===== config.mk =====
export PLATFORM = sky130hd
export DESIGN_NAME = spf_div
export DESIGN_NICKNAME = d
export VERILOG_FILES = /design/src/rtl/spf_pkg.sv /design/src/rtl/spf_div.sv
export SDC_FILE = /design/constraint.sdc
export NUM_CORES = 1
export LEC_CHECK = 0
export CORE_AREA = 4 4 88 90
export DETAILED_ROUTE_END_ITERATION = 10
export DIE_AREA = 0 0 92 94
export DONT_BUFFER_PORTS = 1
export MAX_ROUTING_LAYER = met4
export SYNTH_ARGS = -nofsm -noshare
export SYNTH_HDL_FRONTEND = slang
export SYNTH_SLANG_ARGS = --single-unit

===== constraint.sdc =====
create_clock -name clk -period 2.8 [get_ports clk]
set_clock_uncertainty 0.15 [all_clocks]
set_input_delay 0.28 -clock clk [delete_from_list [all_inputs] [get_ports clk]]
set_output_delay 0.28 -clock clk [all_outputs]
set_load 0.02 [all_outputs]

===== src/rtl/spf_pkg.sv =====
// ----------------------------------------------------------------------------
// spf_pkg: shared types and constants for the smallest-prime-factor core
// Holds the sequencer state encoding, the divider control struct and value width.
// ----------------------------------------------------------------------------
package spf_pkg;

  localparam int unsigned VALUE_W = 16;

  typedef enum logic [9:0] {
    ST_IDLE    = 10'b00_0000_0001,
    ST_INIT    = 10'b00_0000_0010,
    ST_SCAN    = 10'b00_0000_0100,
    ST_SCAN_RD = 10'b00_0000_1000,
    ST_MARK_RD = 10'b00_0001_0000,
    ST_MARK_WR = 10'b00_0010_0000,
    ST_Q_RD    = 10'b00_0100_0000,
    ST_Q_DIV   = 10'b00_1000_0000,
    ST_Q_EMIT  = 10'b01_0000_0000,
    ST_Q_WAIT  = 10'b10_0000_0000
  } state_t;

  typedef struct packed {
    logic start;
    logic busy;
    logic done;
  } div_ctrl_t;

endpackage


===== src/rtl/spf_div.sv =====
// ----------------------------------------------------------------------------
// spf_div: radix-2 restoring divider
// Unsigned quotient, one bit per cycle.
// ----------------------------------------------------------------------------
module spf_div (
  input  logic                        clk,
  input  logic                        rst,
  input  logic                        start,
  input  logic [spf_pkg::VALUE_W-1:0] dividend,
  input  logic [spf_pkg::VALUE_W-1:0] divisor,
  output spf_pkg::div_ctrl_t          ctrl,
  output logic [spf_pkg::VALUE_W-1:0] quotient
);

  localparam int unsigned W = spf_pkg::VALUE_W;
  localparam int unsigned CW = $clog2(W + 1);

  logic [W-1:0]  rem;
  logic [W-1:0]  quo;
  logic [W-1:0]  dvs;
  logic [CW-1:0] cnt;
  logic          busy;
  logic          done;
  logic [W:0]    trial;

  assign trial = {rem, quo[W-1]} - {1'b0, dvs};

  always_ff @(posedge clk) begin
    if (rst) begin
      busy <= 1'b0;
      done <= 1'b0;
      cnt  <= '0;
    end else begin
      done <= 1'b0;
      if (start && !busy) begin
        busy <= 1'b1;
        cnt  <= CW'(W);
        rem  <= '0;
        quo  <= dividend;
        dvs  <= divisor;
      end else if (busy) begin
        if (!trial[W]) begin
          rem <= trial[W-1:0];
          quo <= {quo[W-2:0], 1'b1};
        end else begin
          rem <= {rem[W-2:0], quo[W-1]};
          quo <= {quo[W-2:0], 1'b0};
        end
        cnt <= cnt - 1'b1;
        if (cnt == CW'(1)) begin
          busy <= 1'b0;
          done <= 1'b1;
        end
      end
    end
  end

  assign ctrl.start = start;
  assign ctrl.busy  = busy;
  assign ctrl.done  = done;
  assign quotient   = quo;

endmodule


==> out/results.txt <==
Status = complete, no violations
Max FO, Critical Path = 6
CP Capture Point = rem[6]
Syn_area_per_cell = 10.1 µm²
Clock slew at reported path FFs = 0.11 ns
Crit Reg-Reg Startpoint = dvs[0]
RePlAce Congestion = 0.838
Slew margin rel. = 70.3%
Core Footprint = 7060 µm²
Flop2flop setup slack = 0.02 ns
Leak = 1.60 nW
Die area = 8650 µm²
Wire per inst = 15.8 µm
Crit-path cells = ha_2, fa_2, nand2b_4, a21o_4, a21o_1, a211oi_4, buf_4, mux2i_1, nor2_1
Worst IR Drop VDD = 0.317 mV
Setup CP Type = flop to flop
Slew @ Worst Pin = 0.445 ns
Top cells by area, synth = edfxtp_1, ha_1, nand2_1
# clock sinks = 55
Crit path largest cell delay = 0.40 ns
Clk_lat worst skew = 0.32 ns
Seq/Total Area, Yosys = 49.8%
Drt total wl = 7.29 mm
CTS tree = yes
Drt first pass iters = 4
ANT nets after route = 0
EDFF count, synth = 48
Total CTS buffers = 5
Max-Cap Viols = 0
Fin nets = 414
Starting Density = 44.9%
Largest net degree at the start of global routing = 33
Tot GR Track Use = 17.4%
Chip height = 94 µm
Final setup violation count = 0
Layout cells sized above 1 = 14.1%
Antenna cells = 0
Startpoint types = flop
Cell variety after synth = 49
Initial antenna violation count = 0
Area leader, netlist = edfxtp_1
Post-Synthesis Net Count = 368
Flops & latches, synth = 55
DRT iter0 DRCs = 135
Final period utilization = 99.3%
RSZ-0062 raised after global routing = true
GR Overflow Total = 0
H-tree depth = 2
Clock tree buffer depth = 2
IO buf count = 0
First-pass GRT wire length = 11.6 mm
Post-synth top area share = 45.4%
Global-route track usage on met3 = 3.93%
Slowest cell on crit path = edfxtp_1
Post-synth top flop = edfxtp_1
Final Hold Fails = 0
Area Growth Syn to Fin = 23.1%
Worst endpoint required time = 2.73 ns
CTS root buffer = clkbuf_8
Reg2Reg Depth = 9
Total chip power = 2.33 mW
Count leader, synth = nand2_1
Syn Inst Count = 314
Hold Crit Class = input pin to flop
Number of cells on the critical path = 9
Final Critical Period = 2.78 ns
Global Route met2 Usage = 27.9%
Vias/cell = 5.38
GRT busiest layer = met2
Fill cell count = 645
Vias in the first global route = 2397
RR Endpoint = rem[6]
# DRC = 0
Critical path buffer and inverter count = 1
Post-Syn Area = 3170 µm²
Fmax = 0.359 GHz
# rows = 31
Most instantiated cells after synthesis = nand2_1, edfxtp_1, a21oi_1
IO Count = 54
Asr flop ratio synth = 0%
Ys Warns = 0
CP delay by family, top = compound AO/OA/AOI/OAI gates
HPWL Detailed = 4.71 mm
Fin. max-slew vios = 0
Worst hold path stage count = 2
Crit. End Element = flop
M1 GR Usage = 22.3%
Critical path arrival = 2.71 ns
Die width = 92 µm
Placed insts = 414
Routed via count = 2476
Non-Filler Instances = 460
Power Density = 597 nW/µm²
CP startpoint = dvs[0]
registers in the layout, indices dropped and copies added (netlist names):
name	count
dvs	16
busy	1
done	1
rem	16
quotient	16
cnt	5
metal layers:
layer / up-vias / wire, µm
met5: - / 0
met1: 1185 / 3310
li1: 1214 / -
met4: 0 / 89
met2: 69 / 3500
met3: 8 / 386
cell usage in the layout, fill, tap and decap left out, types with 3 or more instances in the layout:
cell and n:
nand2_1 58, edfxtp_1 48, dlygate4sd3_1 33, inv_1 21
a21oi_1 21, nor2_1 18, ha_1 17, buf_4 17
o21ai_0 10, nor3_1 9, a21o_1 7, dfxtp_1 7
nand2b_1 5, nor2b_1 5, mux2i_1 5, clkbuf_8 5
or3b_4 4, a21oi_2 4, o21a_1 3, nand4_1 3
or3_1 3, xor2_1 3, and3_1 3, a31o_1 3
xnor2_1 3
power by group:
group / total [mW] / internal [mW] / switching [mW]
clock network: 0.476 / 0.182 / 0.294
registers: 1.06 / 0.995 / 0.0674
logic: 0.794 / 0.398 / 0.396
total: 2.33 / 1.58 / 0.757
stage by stage:
step / hold WS, ns / utilization (%) / instance area [µm²] / TNS, ns / setup WS, ns
after global placement: 0.203 / 47.7 / 3360 / 0 / 0.123
after floorplan: 0.229 / - / 3190 / 0 / 0.00886
after CTS: 0.00720 / 53.6 / 3790 / 0 / 0.0194
after detailed placement: 0.205 / 47.7 / 3360 / 0 / 0.0631
final: 0.00323 / 55.3 / 3910 / 0 / 0.0183
after global routing: 0.0131 / 55.3 / 3910 / -0.607 / -0.0820
repair_timing:
action / 4_1_cts / 5_1_grt
setup buffers: 0 / 3
resized for setup: 0 / 16
hold buffers: 33 / 0
setup endpoints to repair: 0 / 16
endpoints found under the hold margin: 38 / 0
cells by family (layout without fill, tap and decap cells):
family,count (synthesis),after routing,synth area share (%)
flip-flops,55,55,49.8
AND/OR/NAND/NOR,122,122,18.2
multiplexers,8,8,2.60
adder cells (fa/ha/maj),19,19,7.73
buffers and inverters,35,82,5.09
XOR/XNOR,6,6,1.66
AO/OA/AOI/OAI,69,69,14.9
worst min-delay path by stage:
stage / startpoint / end
final: dividend[3] / quotient[3]
after global placement: rst / cnt[1]
after floorplan: divisor[0] / dvs[0]
after CTS: start / cnt[0]
after detailed placement: rst / done
after global routing: start / cnt[0]
worst reg2reg max path: stages (launching register included):
cell and delay [ns]:
edfxtp_1 0.40, ha_2 0.22, fa_2 0.40, nand2b_4 0.16, a21o_4 0.22, a21o_1 0.21, a211oi_4 0.29, buf_4 0.23
mux2i_1 0.21, nor2_1 0.06
layout make-up:
| type | count | area, µm² | share of cell area [%] |
|---|---|---|---|
| timing repair buffer | 53 | 514 | 13.2 |
| sequential | 55 | 1580 | 40.5 |
| clock buffer | 5 | 68.8 | 1.76 |
| clock inverter | 3 | 22.5 | 0.577 |
| tap | 99 | 124 | 3.17 |
| inverter | 21 | 78.8 | 2.02 |
| multi-input combinational | 224 | 1520 | 38.8 |
(Power assumes the default switching activity.)
